$ cat src/hw/rtl/md5_pkg.sv
// md5_pkg: shared constants, round tables and helper functions for the MD5 engine.
// No dependencies; used by md5_round_unit and md5_hash_engine.

package md5_pkg;

  localparam int BLOCK_WORDS = 16;
  localparam int ADDR_W      = 4;
  localparam int ROUNDS      = 64;
  localparam int CNT_W       = 7;
  localparam int LEN_WORD    = 14;   // position of the low length word in the final block
  localparam int PAD_LIMIT   = 56;   // bytes that fit ahead of the length field

  localparam logic [31:0] PAD_MARKER = 32'h0000_0080;

  localparam logic [31:0] IV_A = 32'h6745_2301;
  localparam logic [31:0] IV_B = 32'hefcd_ab89;
  localparam logic [31:0] IV_C = 32'h98ba_dcfe;
  localparam logic [31:0] IV_D = 32'h1032_5476;

  // additive constant of each round
  localparam logic [31:0] ROUND_ADD [ROUNDS] = '{
    32'hd76aa478, 32'he8c7b756, 32'h242070db, 32'hc1bdceee, 32'hf57c0faf,
    32'h4787c62a, 32'ha8304613, 32'hfd469501, 32'h698098d8, 32'h8b44f7af,
    32'hffff5bb1, 32'h895cd7be, 32'h6b901122, 32'hfd987193, 32'ha679438e,
    32'h49b40821, 32'hf61e2562, 32'hc040b340, 32'h265e5a51, 32'he9b6c7aa,
    32'hd62f105d, 32'h02441453, 32'hd8a1e681, 32'he7d3fbc8, 32'h21e1cde6,
    32'hc33707d6, 32'hf4d50d87, 32'h455a14ed, 32'ha9e3e905, 32'hfcefa3f8,
    32'h676f02d9, 32'h8d2a4c8a, 32'hfffa3942, 32'h8771f681, 32'h6d9d6122,
    32'hfde5380c, 32'ha4beea44, 32'h4bdecfa9, 32'hf6bb4b60, 32'hbebfbc70,
    32'h289b7ec6, 32'heaa127fa, 32'hd4ef3085, 32'h04881d05, 32'hd9d4d039,
    32'he6db99e5, 32'h1fa27cf8, 32'hc4ac5665, 32'hf4292244, 32'h432aff97,
    32'hab9423a7, 32'hfc93a039, 32'h655b59c3, 32'h8f0ccc92, 32'hffeff47d,
    32'h85845dd1, 32'h6fa87e4f, 32'hfe2ce6e0, 32'ha3014314, 32'h4e0811a1,
    32'hf7537e82, 32'hbd3af235, 32'h2ad7d2bb, 32'heb86d391
  };

  // commands from the controller to the round unit
  typedef struct packed {
    logic start;   // load working words from the chain and run one block
    logic init;    // reload the chain with the initial values
  } md5_cmd_t;

  // status from the round unit back to the controller
  typedef struct packed {
    logic                  done;   // one-cycle pulse after the chain update
    logic [ADDR_W-1:0]     addr;   // message word wanted by the next round
    logic [4*32-1:0]       chain;  // {D, C, B, A}
  } md5_status_t;

  // message word order of each round group
  function automatic logic [ADDR_W-1:0] msg_index(input logic [5:0] r);
    logic [ADDR_W-1:0] k;
    logic [ADDR_W-1:0] idx;
    begin
      k = r[3:0];
      case (r[5:4])
        2'd0:    idx = k;
        2'd1:    idx = ADDR_W'((k << 2) + k + 4'd1);
        2'd2:    idx = ADDR_W'((k << 1) + k + 4'd5);
        default: idx = ADDR_W'((k << 3) - k);
      endcase
      return idx;
    end
  endfunction

  // left rotation per round
  function automatic logic [4:0] rot_amount(input logic [5:0] r);
    logic [4:0] s;
    begin
      case ({r[5:4], r[1:0]})
        4'b00_00: s = 5'd7;
        4'b00_01: s = 5'd12;
        4'b00_10: s = 5'd17;
        4'b00_11: s = 5'd22;
        4'b01_00: s = 5'd5;
        4'b01_01: s = 5'd9;
        4'b01_10: s = 5'd14;
        4'b01_11: s = 5'd20;
        4'b10_00: s = 5'd4;
        4'b10_01: s = 5'd11;
        4'b10_10: s = 5'd16;
        4'b10_11: s = 5'd23;
        4'b11_00: s = 5'd6;
        4'b11_01: s = 5'd10;
        4'b11_10: s = 5'd15;
        default:  s = 5'd21;
      endcase
      return s;
    end
  endfunction

  function automatic logic [31:0] rotl(input logic [31:0] x, input logic [4:0] s);
    logic [63:0] w;
    begin
      w = {x, x} << s;
      return w[63:32];
    end
  endfunction

endpackage

$ cat src/hw/rtl/md5_in_if.sv
// md5_in_if: request channel carrying message words into the MD5 engine.
// Stand-alone; no package dependency.

interface md5_in_if;
  logic        valid;
  logic        ready;
  logic [31:0] data_word;
  logic [2:0]  valid_bytes;
  logic        last_word;

  modport source (output valid, output data_word, output valid_bytes, output last_word,
                  input ready);
  modport sink   (input valid, input data_word, input valid_bytes, input last_word,
                  output ready);
endinterface

$ cat src/hw/rtl/md5_out_if.sv
// md5_out_if: request channel carrying a finished digest out of the MD5 engine.
// Stand-alone; no package dependency.

interface md5_out_if;
  logic        valid;
  logic        ready;
  logic [63:0] digest_low;
  logic [63:0] digest_high;

  modport source (output valid, output digest_low, output digest_high, input ready);
  modport sink   (input valid, input digest_low, input digest_high, output ready);
endinterface

$ cat src/hw/rtl/md5_word_ram.sv
// md5_word_ram: generic single-write, single-read synchronous RAM with registered read.
// No dependencies.

module md5_word_ram #(
  parameter int WIDTH = 32,
  parameter int DEPTH = 16
) (
  input  logic                     clk,
  input  logic                     we,
  input  logic [$clog2(DEPTH)-1:0] waddr,
  input  logic [WIDTH-1:0]         wdata,
  input  logic [$clog2(DEPTH)-1:0] raddr,
  output logic [WIDTH-1:0]         rdata
);

  logic [WIDTH-1:0] mem [DEPTH];

  always_ff @(posedge clk) begin
    if (we) begin
      mem[waddr] <= wdata;
    end
  end

  always_ff @(posedge clk) begin
    rdata <= mem[raddr];
  end

endmodule

$ cat src/hw/rtl/md5_round_unit.sv
// md5_round_unit: iterative MD5 compression, one round per cycle, plus the chaining words.
// Depends on md5_pkg; message words arrive in the cycle after it presents their address.

module md5_round_unit (
  input  logic                clk,
  input  logic                rst,
  input  md5_pkg::md5_cmd_t   cmd,
  input  logic [31:0]         msg_word,
  output md5_pkg::md5_status_t status
);

  logic                          busy;
  logic                          done;
  logic [md5_pkg::CNT_W-1:0]     cnt;
  logic [31:0]                   a, b, c, d;
  logic [31:0]                   cv_a, cv_b, cv_c, cv_d;

  logic [5:0]  rnd;
  logic [31:0] f;
  logic [31:0] t;
  logic [31:0] b_next;
  logic        in_round;
  logic        last_step;

  // round of the word now arriving is one behind the issue count
  assign rnd       = 6'(cnt - 7'd1);
  assign in_round  = busy && (cnt != '0) && (cnt <= 7'(md5_pkg::ROUNDS));
  assign last_step = busy && (cnt == 7'(md5_pkg::ROUNDS + 1));

  // round function by group
  always_comb begin
    case (rnd[5:4])
      2'd0:    f = (b & c) | (~b & d);
      2'd1:    f = (d & b) | (~d & c);
      2'd2:    f = b ^ c ^ d;
      default: f = c ^ (b | ~d);
    endcase
  end

  // two adds in parallel, then one, then the rotate and final add
  assign t      = (f + a) + (md5_pkg::ROUND_ADD[rnd] + msg_word);
  assign b_next = b + md5_pkg::rotl(t, md5_pkg::rot_amount(rnd));

  // sequencing and working words
  always_ff @(posedge clk) begin
    if (rst) begin
      busy <= 1'b0;
      done <= 1'b0;
      cnt  <= '0;
      cv_a <= md5_pkg::IV_A;
      cv_b <= md5_pkg::IV_B;
      cv_c <= md5_pkg::IV_C;
      cv_d <= md5_pkg::IV_D;
    end else begin
      // pulse once the chain has taken the block
      done <= !cmd.start && last_step;
      if (cmd.init) begin
        cv_a <= md5_pkg::IV_A;
        cv_b <= md5_pkg::IV_B;
        cv_c <= md5_pkg::IV_C;
        cv_d <= md5_pkg::IV_D;
      end
      if (cmd.start) begin
        busy <= 1'b1;
        cnt  <= '0;
        a    <= cv_a;
        b    <= cv_b;
        c    <= cv_c;
        d    <= cv_d;
      end else if (busy) begin
        cnt <= cnt + 7'd1;
        if (in_round) begin
          a <= d;
          d <= c;
          c <= b;
          b <= b_next;
        end
        if (last_step) begin
          cv_a <= cv_a + a;
          cv_b <= cv_b + b;
          cv_c <= cv_c + c;
          cv_d <= cv_d + d;
          busy <= 1'b0;
        end
      end
    end
  end

  assign status.done  = done;
  assign status.addr  = md5_pkg::msg_index(cnt[5:0]);
  assign status.chain = {cv_d, cv_c, cv_b, cv_a};

endmodule

$ cat src/hw/rtl/md5_hash_engine.sv
// md5_hash_engine: top level of the MD5 engine: input buffering, padding and digest output.
// Depends on md5_pkg, md5_in_if, md5_out_if, md5_word_ram and md5_round_unit.

// Message words are taken one per cycle into a 16-word block RAM until a block
// is full; the block is then compressed by a single round unit at one round per
// cycle, and no word is taken meanwhile. Compressing a block is a start step,
// the 64 rounds with the RAM read registered ahead of each round, and the
// chain update. A last item adds one or two padding blocks and a step to place
// the digest in the output register; the digest may wait there while the next
// message streams in. The length counter and chaining words return to their
// initial values after each digest, so messages follow one another without a
// gap.

module md5_hash_engine (
  input  logic       clk,
  input  logic       rst,
  md5_in_if.sink     in_chan,
  md5_out_if.source  out_chan
);

  localparam logic [1:0] ST_IDLE  = 2'd0;
  localparam logic [1:0] ST_BLOCK = 2'd1;
  localparam logic [1:0] ST_PAD   = 2'd2;
  localparam logic [1:0] ST_EMIT  = 2'd3;

  logic [1:0]                   state;
  logic [md5_pkg::ADDR_W-1:0]   fill;
  logic [63:0]                  bit_length;
  logic [31:0]                  pad_word;
  logic                         pad_extra;
  logic                         pad_two;
  logic                         pad_blk;
  logic [md5_pkg::ADDR_W-1:0]   word_sel;
  logic                         out_valid;
  logic [63:0]                  out_low;
  logic [63:0]                  out_high;

  md5_pkg::md5_cmd_t    cmd;
  md5_pkg::md5_status_t status;

  logic        in_accept;
  logic        slot_free;
  logic [2:0]  nb_clip;
  logic [31:0] pad_word_next;
  logic [6:0]  used_bytes;
  logic [31:0] ram_rdata;
  logic [31:0] msg_word;
  logic [4:0]  g_idx;
  logic [4:0]  fill_w;
  logic [4:0]  len_pos;
  logic        second_pad;

  assign in_accept     = in_chan.valid && in_chan.ready;
  assign in_chan.ready = (state == ST_IDLE);
  assign slot_free     = !out_valid || out_chan.ready;

  // last-item byte count clipped to four, marker placed after the valid bytes
  assign nb_clip = (in_chan.valid_bytes > 3'd4) ? 3'd4 : in_chan.valid_bytes;

  always_comb begin
    case (nb_clip)
      3'd0:    pad_word_next = md5_pkg::PAD_MARKER;
      3'd1:    pad_word_next = {16'h0, md5_pkg::PAD_MARKER[7:0], in_chan.data_word[7:0]};
      3'd2:    pad_word_next = {8'h0, md5_pkg::PAD_MARKER[7:0], in_chan.data_word[15:0]};
      3'd3:    pad_word_next = {md5_pkg::PAD_MARKER[7:0], in_chan.data_word[23:0]};
      default: pad_word_next = in_chan.data_word;
    endcase
  end

  assign used_bytes = {1'b0, fill, 2'b00} + {4'b0, nb_clip} + 7'd1;

  // a second padding block follows the first
  assign second_pad = (state == ST_PAD) && status.done && pad_two && !pad_blk;

  assign cmd.start = (in_accept && (in_chan.last_word || (fill == 4'(md5_pkg::BLOCK_WORDS - 1))))
                     || second_pad;
  assign cmd.init  = (state == ST_EMIT) && slot_free;

  // block buffer
  md5_word_ram #(
    .WIDTH (32),
    .DEPTH (md5_pkg::BLOCK_WORDS)
  ) u_ram (
    .clk   (clk),
    .we    (in_accept && !in_chan.last_word),
    .waddr (fill),
    .wdata (in_chan.data_word),
    .raddr (status.addr),
    .rdata (ram_rdata)
  );

  md5_round_unit u_rounds (
    .clk      (clk),
    .rst      (rst),
    .cmd      (cmd),
    .msg_word (msg_word),
    .status   (status)
  );

  // word index is registered in step with the RAM read
  always_ff @(posedge clk) begin
    word_sel <= status.addr;
  end

  // message word source: buffer, or padding built on the fly
  assign g_idx   = {pad_blk, word_sel};
  assign fill_w  = {1'b0, fill};
  assign len_pos = pad_two ? 5'(md5_pkg::LEN_WORD + md5_pkg::BLOCK_WORDS)
                           : 5'(md5_pkg::LEN_WORD);

  always_comb begin
    if (state != ST_PAD) begin
      msg_word = ram_rdata;
    end else if (g_idx < fill_w) begin
      msg_word = ram_rdata;
    end else if (g_idx == fill_w) begin
      msg_word = pad_word;
    end else if (pad_extra && (g_idx == 5'(fill_w + 5'd1))) begin
      msg_word = md5_pkg::PAD_MARKER;
    end else if (g_idx == len_pos) begin
      msg_word = bit_length[31:0];
    end else if (g_idx == 5'(len_pos + 5'd1)) begin
      msg_word = bit_length[63:32];
    end else begin
      msg_word = '0;
    end
  end

  // control sequence
  always_ff @(posedge clk) begin
    if (rst) begin
      state      <= ST_IDLE;
      fill       <= '0;
      bit_length <= '0;
      pad_blk    <= 1'b0;
      pad_two    <= 1'b0;
      pad_extra  <= 1'b0;
      out_valid  <= 1'b0;
    end else begin
      // output register: loaded from the chain, freed when taken
      if ((state == ST_EMIT) && slot_free) begin
        out_valid <= 1'b1;
      end else if (out_chan.ready) begin
        out_valid <= 1'b0;
      end
      unique case (state)
        ST_IDLE: begin
          if (in_accept) begin
            if (!in_chan.last_word) begin
              fill       <= fill + 4'd1;
              bit_length <= bit_length + 64'd32;
              if (fill == 4'(md5_pkg::BLOCK_WORDS - 1)) begin
                state <= ST_BLOCK;
              end
            end else begin
              bit_length <= bit_length + {58'b0, nb_clip, 3'b000};
              pad_word   <= pad_word_next;
              pad_extra  <= (nb_clip == 3'd4);
              pad_two    <= (used_bytes > 7'(md5_pkg::PAD_LIMIT));
              pad_blk    <= 1'b0;
              state      <= ST_PAD;
            end
          end
        end
        ST_BLOCK: begin
          if (status.done) begin
            state <= ST_IDLE;
          end
        end
        ST_PAD: begin
          if (second_pad) begin
            pad_blk <= 1'b1;
          end else if (status.done) begin
            state <= ST_EMIT;
          end
        end
        ST_EMIT: begin
          if (slot_free) begin
            out_low    <= status.chain[63:0];
            out_high   <= status.chain[127:64];
            bit_length <= '0;
            fill       <= '0;
            state      <= ST_IDLE;
          end
        end
        default: state <= ST_IDLE;
      endcase
    end
  end

  assign out_chan.valid       = out_valid;
  assign out_chan.digest_low  = out_low;
  assign out_chan.digest_high = out_high;

endmodule
$ cat src/flat_wrapper.sv
// flat-port wrapper written by rule: the top's interface ports become plain ports
module md5_hash_engine_flat 
  (clk, rst, in_chan_valid, in_chan_data_word, in_chan_valid_bytes, in_chan_last_word, in_chan_ready, out_chan_valid, out_chan_digest_low, out_chan_digest_high, out_chan_ready);
  md5_in_if in_chan_i ();
  md5_out_if out_chan_i ();
  input  logic clk;
  input  logic rst;
  input wire logic [$bits(in_chan_i.valid)-1:0] in_chan_valid;
  input wire logic [$bits(in_chan_i.data_word)-1:0] in_chan_data_word;
  input wire logic [$bits(in_chan_i.valid_bytes)-1:0] in_chan_valid_bytes;
  input wire logic [$bits(in_chan_i.last_word)-1:0] in_chan_last_word;
  output wire logic [$bits(in_chan_i.ready)-1:0] in_chan_ready;
  output wire logic [$bits(out_chan_i.valid)-1:0] out_chan_valid;
  output wire logic [$bits(out_chan_i.digest_low)-1:0] out_chan_digest_low;
  output wire logic [$bits(out_chan_i.digest_high)-1:0] out_chan_digest_high;
  input wire logic [$bits(out_chan_i.ready)-1:0] out_chan_ready;
  assign in_chan_i.valid = in_chan_valid;
  assign in_chan_i.data_word = in_chan_data_word;
  assign in_chan_i.valid_bytes = in_chan_valid_bytes;
  assign in_chan_i.last_word = in_chan_last_word;
  assign in_chan_ready = in_chan_i.ready;
  assign out_chan_valid = out_chan_i.valid;
  assign out_chan_digest_low = out_chan_i.digest_low;
  assign out_chan_digest_high = out_chan_i.digest_high;
  assign out_chan_i.ready = out_chan_ready;
  md5_hash_engine u_core (.clk(clk), .rst(rst), .in_chan(in_chan_i), .out_chan(out_chan_i));
endmodule
$ cat config.mk
export PLATFORM = sky130hd
export DESIGN_NAME = md5_hash_engine_flat
export DESIGN_NICKNAME = d
export VERILOG_FILES = /design/src/hw/rtl/md5_pkg.sv /design/src/hw/rtl/md5_in_if.sv /design/src/hw/rtl/md5_out_if.sv /design/src/hw/rtl/md5_word_ram.sv /design/src/hw/rtl/md5_round_unit.sv /design/src/hw/rtl/md5_hash_engine.sv /design/src/flat_wrapper.sv
export SDC_FILE = /design/constraint.sdc
export NUM_CORES = 2
export LEC_CHECK = 0
export ABC_CLOCK_PERIOD_IN_PS = 21300
export BUFFER_PORTS_ARGS = -buffer_cell sky130_fd_sc_hd__buf_4
export CAP_MARGIN = 20
export CORE_UTILIZATION = 45
export CTS_CLUSTER_DIAMETER = 40
export DETAILED_ROUTE_END_ITERATION = 16
export HOLD_SLACK_MARGIN = 0.15
export PLACE_DENSITY = 0.68
export RECOVER_POWER = 50
export SLEW_MARGIN = 10
export SYNTH_ARGS = -nofsm -noshare
export SYNTH_HDL_FRONTEND = slang
export SYNTH_SLANG_ARGS = --single-unit
$ cat constraint.sdc
create_clock -name clk -period 21.3 [get_ports clk]
set_input_delay 4.26 -clock clk [delete_from_list [all_inputs] [get_ports clk]]
set_output_delay 4.26 -clock clk [all_outputs]
set_load 0.01 [all_outputs]
Word level (Yosys, flattened, before mapping). Memories as Yosys holds them, arrays and structs flattened. A register that Yosys moved wholly into a read port is not among the register bits. Cells that the tools add are included.

Bits in read-only memories: 2128. Output and inout bits: 130. Input bits: 40. Memories kept: 3. Word-level logic and storage cells: 200. Flip-flop bits (word level): 503. RAM bits: 512.

Eq/ne operators: 27. Shift operators: 1. Multiplexer cells: 68. Add/sub/neg operators: 22. Bitwise operators: 14. Magnitude comparators: 5. Reduce and logical (&&, ||, !) cells: 38.

Memories: (name not given) (words 64, width 32, read ports 1, clocked after memory_dff 0, wr ports 0, RTL line md5_round_unit.sv:41) `assign t = (f + a) + (md5_pkg::ROUND_ADD[rnd] + msg_word);`; u_core.u_ram.mem (words 16, width 32, read ports 1, clocked after memory_dff 1, wr ports 1, RTL line md5_word_ram.sv:16) `logic [WIDTH-1:0] mem [DEPTH];`; (name not given) (words 16, width 5, read ports 1, clocked after memory_dff 0, wr ports 0, RTL line md5_pkg.sv:70) `case ({r[5:4], r[1:0]})`.

Operator list (count): $mux 32 (36); $add 32x32->32 (8); $mux 64 (3); $and 32x32->32 (4); $pmux 32 s4 (1); $pmux 64 s2 (1); $or 32x32->32 (3); $pmux 32 s3 (1); $xor 32x32->32 (3); $add 64x6->64 (1); $add 64x6->64 const B (1); $not 32->32 (2); $shl 64x5->64 (1); $eq 5x5->1 (3); $add 7x1->7 const B (2); $mux 2 (7); $ne 2x2->1 const B (7); $logic_and 1x1->1 (12); $mux 4 (3); $pmux 4 s3 (1); $reduce_and 3->1 (4); $reduce_and 4->1 (3); $mux 1 (10); $reduce_bool 2->1 (5); other kinds (37) (53).

Depth between registers and ports, before layout.
Word-level depth: 16. Gate-level depth with buffers: 50. Mapped depth without buffers: 43.

By module. Synthesis repeated with hierarchy kept, for this count alone.

Cell total of the unflattened synthesis: 5220. Area total of the unflattened synthesis: 58394.8 µm².

Modules (own cells, without submodules): md5_round_unit (instances 1, sequential area each 6586.3 µm², area each 28488.6 µm², cells an instance 3535); md5_word_ram (instances 1, sequential area each 16015.4 µm², area each 19835.3 µm², cells an instance 838); md5_hash_engine (instances 1, sequential area each 6306.0 µm², area each 10070.9 µm², cells an instance 847).

Worst setup path after synthesis. OpenSTA, ideal clock, no wires.

Kind: input-to-reg. Start: input port in_chan_last_word. End: register u_core.u_rounds.a[0], enable pin. Slack: 10069 ps. Data arrival time: 10614 ps. Required time: 20683 ps. Stages: 6. Buffers on the path: 2. Setup time: 617 ps. Cell sequence: clkbuf_1 -> a31oi_1 -> o21ai_1 -> clkbuf_1 -> a21oi_1 -> nor2_1.

Cells in the longest elaborated chain, start to end: 5. Elaborated cells on any way between the ends: 6. Classes of those cells: reduce/logical (6).

Ends and longest elaborated chain: from (decl) (RTL line flat_wrapper.sv:11) `input wire logic [$bits(in_chan_i.last_word)-1:0] in_chan_last_word;`; $logic_or 1x1->1 (*) (RTL line md5_hash_engine.sv:75) `assign cmd.start = (in_accept && (in_chan.last_word || (fill == 4'(md5_pkg::BLOCK_WORDS - 1))))`; $logic_and 1x1->1 (*) (RTL line md5_hash_engine.sv:75); $logic_or 1x1->1 (*) (RTL line md5_hash_engine.sv:76) `|| second_pad;`; $reduce_bool 2->1 (no line); $reduce_and 3->1 (no line) (*); to (signal assigned) (RTL line md5_round_unit.sv:66) `a <= cv_a;`; to (decl) (RTL line md5_round_unit.sv:15) `logic [31:0] a, b, c, d;`.

Mark *: on every way between the ends. The rest lies on a longest branch, timed or not. A chain may end at the register's enable or synchronous reset.

Worst setup path in the final report.
Start: register u_core.u_rounds.cnt[1] (netlist name). End: register u_core.u_rounds.b[30] (data pin).

Cells in the longest elaborated chain, start to end: 12. Elaborated cells on any way between the ends: 18. Classes of those cells: add/sub (5); eq/ne (2); shift (1); mux (6); bitwise (1); reduce/logical (1); memory (2).

Ends and longest elaborated chain: from (decl) (RTL line md5_round_unit.sv:14) `logic [md5_pkg::CNT_W-1:0] cnt;`; from (signal assigned) (RTL line md5_round_unit.sv:71) `cnt <= cnt + 7'd1;`; $sub 6x1->6 (*) (RTL line md5_round_unit.sv:26) `assign rnd = 6'(cnt - 7'd1);`; $not 6->7 (implied by the code) (RTL line md5_round_unit.sv:41); $mem_v2 64x32; $mux 32 (implied by the code) (2 in a row) (RTL line md5_round_unit.sv:41); $add 32x32->32 (2 in a row) (RTL line md5_round_unit.sv:41); $shl 64x5->64 (*) (RTL line md5_pkg.sv:95) `w = {x, x} << s;`; $add 32x32->32 (*) (RTL line md5_round_unit.sv:42) `assign b_next = b + md5_pkg::rotl(t, md5_pkg::rot_amount(rnd));`; $mux 32 (*) (RTL line md5_round_unit.sv:72) `if (in_round) begin`; $mux 32 (*) (RTL line md5_round_unit.sv:70) `end else if (busy) begin`; $mux 32 (*) (RTL line md5_round_unit.sv:63) `if (cmd.start) begin`; to (signal assigned) (RTL line md5_round_unit.sv:67) `b <= cv_b;`; to (signal assigned) (RTL line md5_round_unit.sv:76) `b <= b_next;`; to (decl) (RTL line md5_round_unit.sv:15).

Mark *: on every way between the ends. The rest lies on a longest branch, timed or not. The select of a mux whose other input is x is not followed.

==> run_results.csv <==
group,metric,value,unit
outcome,status,"complete, but fails checks",
outcome,failed_checks,"max-capacitance violations, max-slew violations",
timing,rsz0062_at_grt,"no",
global_routing,grt_pass1_vias,42120,
final_layout,seq_area,28910,sq um
route,antenna_left,0,
die,initial_core_util,45.48,%
final_layout,drive_gt1_share,9.749,%
final_layout,area_growth,13.42,%
route,first_pass_iters,8,
synth,synth-edff-count,800,
die,die-height,358.9,um
clock_network,htreeDepth,4,
final_layout,final_cell_mix,"800 x edfxtp_1, 638 x nand2_1, 391 x nor2_1",
worst_setup_path,worst_path_max_delay_cell,"ha_1",
clock_network,clk-insertion-delay-late,0.80,ns
final_layout,fill_cells,10980,
timing,max_freq,76.86,MHz
timing,worstMarginPinSlew,8.217,ns
timing,drv_slew,626,
worst_setup_path,critical_path.startpoint_type,"flop",
worst_setup_path,crit_required,21.80,ns
route,via_per_inst,6.114,
timing,fin_skew,0.05111,ns
worst_setup_path,worstSetupPathType,"flop to flop",
final_layout,antenna_cells,0,
worst_setup_path,critPathCaptureType,"flop",
final_layout,final_common_cell,"edfxtp_1",
global_routing,grt_pass1_wl,273300,um
synth,synth-seq-area-share,50.43,%
die,boundaryPins,170,
die,fp.coreArea,126100,sq um
placement,gp_congestion,1.009,
timing,setup_violations,0,
worst_setup_path,cp_data_arrival_time,13.51,ns
route,drt_iter0_drc,5486,
synth,synth_seq_cells,1044,
min_path,hp-class,"flop to flop",
global_routing,antenna_found_initial,10,
clock_network,cts_root_buffer,"clkbuf_16",
clock_network,post_cts_buffers,0,
final_layout,nets,5759,
synth,syn_area,57330,sq um
die,dieWidth,358.9,um
clock_network,cts_buffers,144,
clock_network,tritoncts,"built",
global_routing,gr-total-overflow,0,
placement,port_buffers,169,
timing,tns,0,ns
route,drc,0,
route,num_vias,43960,
placement,dp_hpwl,125600,um
synth,synth_nets,5622,
synth,synthDistinctLibCells,84,
worst_setup_path,worstRegToRegCells,42,
run,max-cap-violations,14,
timing,period_share,61.08,%
die,dieArea,128800,sq um
route,avgRoutedWirePerCell,25.77,um
route,routed_wl,185300,um
die,floorplan.rows,130,
synth,ys.flop_type,"edfxtp_1",
global_routing,grt_max_degree,130,
clock_network,clkTransAtPathRegs,0.05,ns
min_path,holdPathStages,0,
clock_network,clock-sinks,1044,
synth,synthCells,5279,
global_routing,grt.total_usage,28.27,%
synth,ys_warn_count,0,
clock_network,hold_buffers,0,
worst_setup_path,max_stage_delay,1.21,ns
synth,syn_area_per_cell,10.86,sq um
worst_setup_path,cpMostUsedCell,"a21oi_1",
worst_setup_path,cp_max_fo,50,
clock_network,clk_path_buf_depth,3,
timing,slew_headroom,-447.8,%
synth,async_flop_share,0,%
timing,fin_crit,13.01,ns
final_layout,multi_input_area,26900,sq um
timing,hold_viol,0,
clock_network,postCtsResizedCells,0,
==> cells by family after synthesis <==
| logic type | after synthesis | synth area share, % |
|---|---|---|
| flops | 1044 | 50.43 |
| xor+xnor | 286 | 4.407 |
| mux | 286 | 7.886 |
| compound gates | 1370 | 14.84 |
| simple gates | 1516 | 11.77 |
| fa+ha+maj | 303 | 7.543 |
| buf+inv | 474 | 3.128 |
==> critical path, delay by kind of cell, from the launching register on <==
kind | cells | cell delay (ns)
AO/OA/AOI/OAI | 19 | 4.44
AND/OR/NAND/NOR | 7 | 1.46
multiplexers | 2 | 0.31
flip-flops | 1 | 0.80
XOR/XNOR | 1 | 0.15
adder cells (fa/ha/maj) | 8 | 4.07
buffers and inverters | 5 | 1.48
==> state kept, by name, summed over array words and instances (netlist names), 2 cells and up <==
register                     count
u_core.fill                      4
u_core.word_sel                  4
u_core.u_rounds.cv_d            32
u_core.u_rounds.cv_a            32
u_core.u_rounds.c               32
u_core.bit_length               61
u_core.u_rounds.cv_c            32
u_core.out_chan.digest_high     64
u_core.u_ram.mem               512
u_core.u_rounds.cv_b            32
u_core.u_rounds.d               32
u_core.u_ram.rdata              32
u_core.u_rounds.cnt              7
u_core.out_chan.digest_low      64
u_core.u_rounds.a               32
u_core.u_rounds.b               32
u_core.pad_word                 32
u_core.state                     2
==> path summary, 6_finish.rpt <==
kind                                  startpoint                                        end  slack [ns]
min           u_core.u_rounds.cv_d[1]$_SDFF_PP1_  u_core.out_chan.digest_high[33]$_DFFE_PP_        0.47
max          u_core.u_rounds.cnt[1]$_SDFFE_PP0P_            u_core.u_rounds.b[30]$_DFFE_PP_        8.29
max reg2reg  u_core.u_rounds.cnt[1]$_SDFFE_PP0P_            u_core.u_rounds.b[30]$_DFFE_PP_        8.29
min reg2reg   u_core.u_rounds.cv_d[1]$_SDFF_PP1_  u_core.out_chan.digest_high[33]$_DFFE_PP_        0.47
==> synth_stat cells, types with 11 or more instances <==
master    number  share of area (%)
a22oi_1       11               0.14
clkbuf_1     221                1.4
a21o_1        89                1.2
mux2_2        21               0.41
o211ai_1      51               0.67
fa_1          71                2.5
inv_1        201                1.3
and2_1        21               0.23
nor2_1       406                2.7
nand2_1      640                4.2
edfxtp_1     800                 42
o22ai_1       25               0.27
nor3_1        78               0.68
nand4_1       30               0.33
or3_1         31               0.34
nand2b_1      28               0.31
xnor2_1      174                2.7
nand3_1       92               0.80
ha_1         232                5.1
nor2b_1       90               0.98
xor2_1       110                1.7
and3_1        38               0.41
o311ai_0      20               0.31
mux2i_1      134                2.3
a211oi_1      74               0.97
o31ai_1       19               0.25
mux4_2       130                5.1
buf_1         36               0.24
a221oi_1      15               0.23
o21a_1        41               0.54
a31oi_1       77               0.84
o21ai_0      369                3.2
or2_2         13               0.14
buf_2         11              0.096
a21oi_1      393                3.4
dfxtp_1      244                8.5
a211o_1       38               0.58
o21bai_1      27               0.35
==> through the flow <==
| step | hold slack, ns | util, % | setup WS (ns) | cell area, sq um | instances |
|---|---|---|---|---|---|
| after global routing | 0.4949 | 51.58 | 7.369 | 65020 | 7189 |
| final | 0.4729 | 51.58 | 8.289 | 65020 | 7189 |
| after floorplan | 0.4342 | - | 10.07 | 57330 | 5279 |
| after detailed placement | 0.4632 | 48.10 | 8.996 | 60630 | 6918 |
| after CTS | 0.4765 | 52.11 | 8.912 | 65690 | 7187 |
| after global placement | 0.4567 | 48.09 | 9.012 | 60620 | 6916 |
==> per-layer routing <==
metal,wire length (um),vias to the layer above,share of wire [%],track usage (%)
met4,9305,18,5.0,13.57
li1,-,19820,-,-
met5,131,-,0.071,0
met3,16370,448,8.8,5.851
met2,83890,2141,45,44.18
met1,75570,21530,41,37.57
==> layout make-up <==
type / instances / share of cell area [%]
Clock inverter: 93 / 1.861
Sequential cell: 1044 / 44.46
Inverter: 206 / 1.189
Timing Repair Buffer: 259 / 2.036
Clock buffer: 176 / 5.915
Tap cell: 1650 / 3.175
Multi-Input combinational cell: 3761 / 41.36
Power is left out: the tool's default activity adds up to more than one toggle a clock period on the data nets, which glitch-free logic cannot reach.
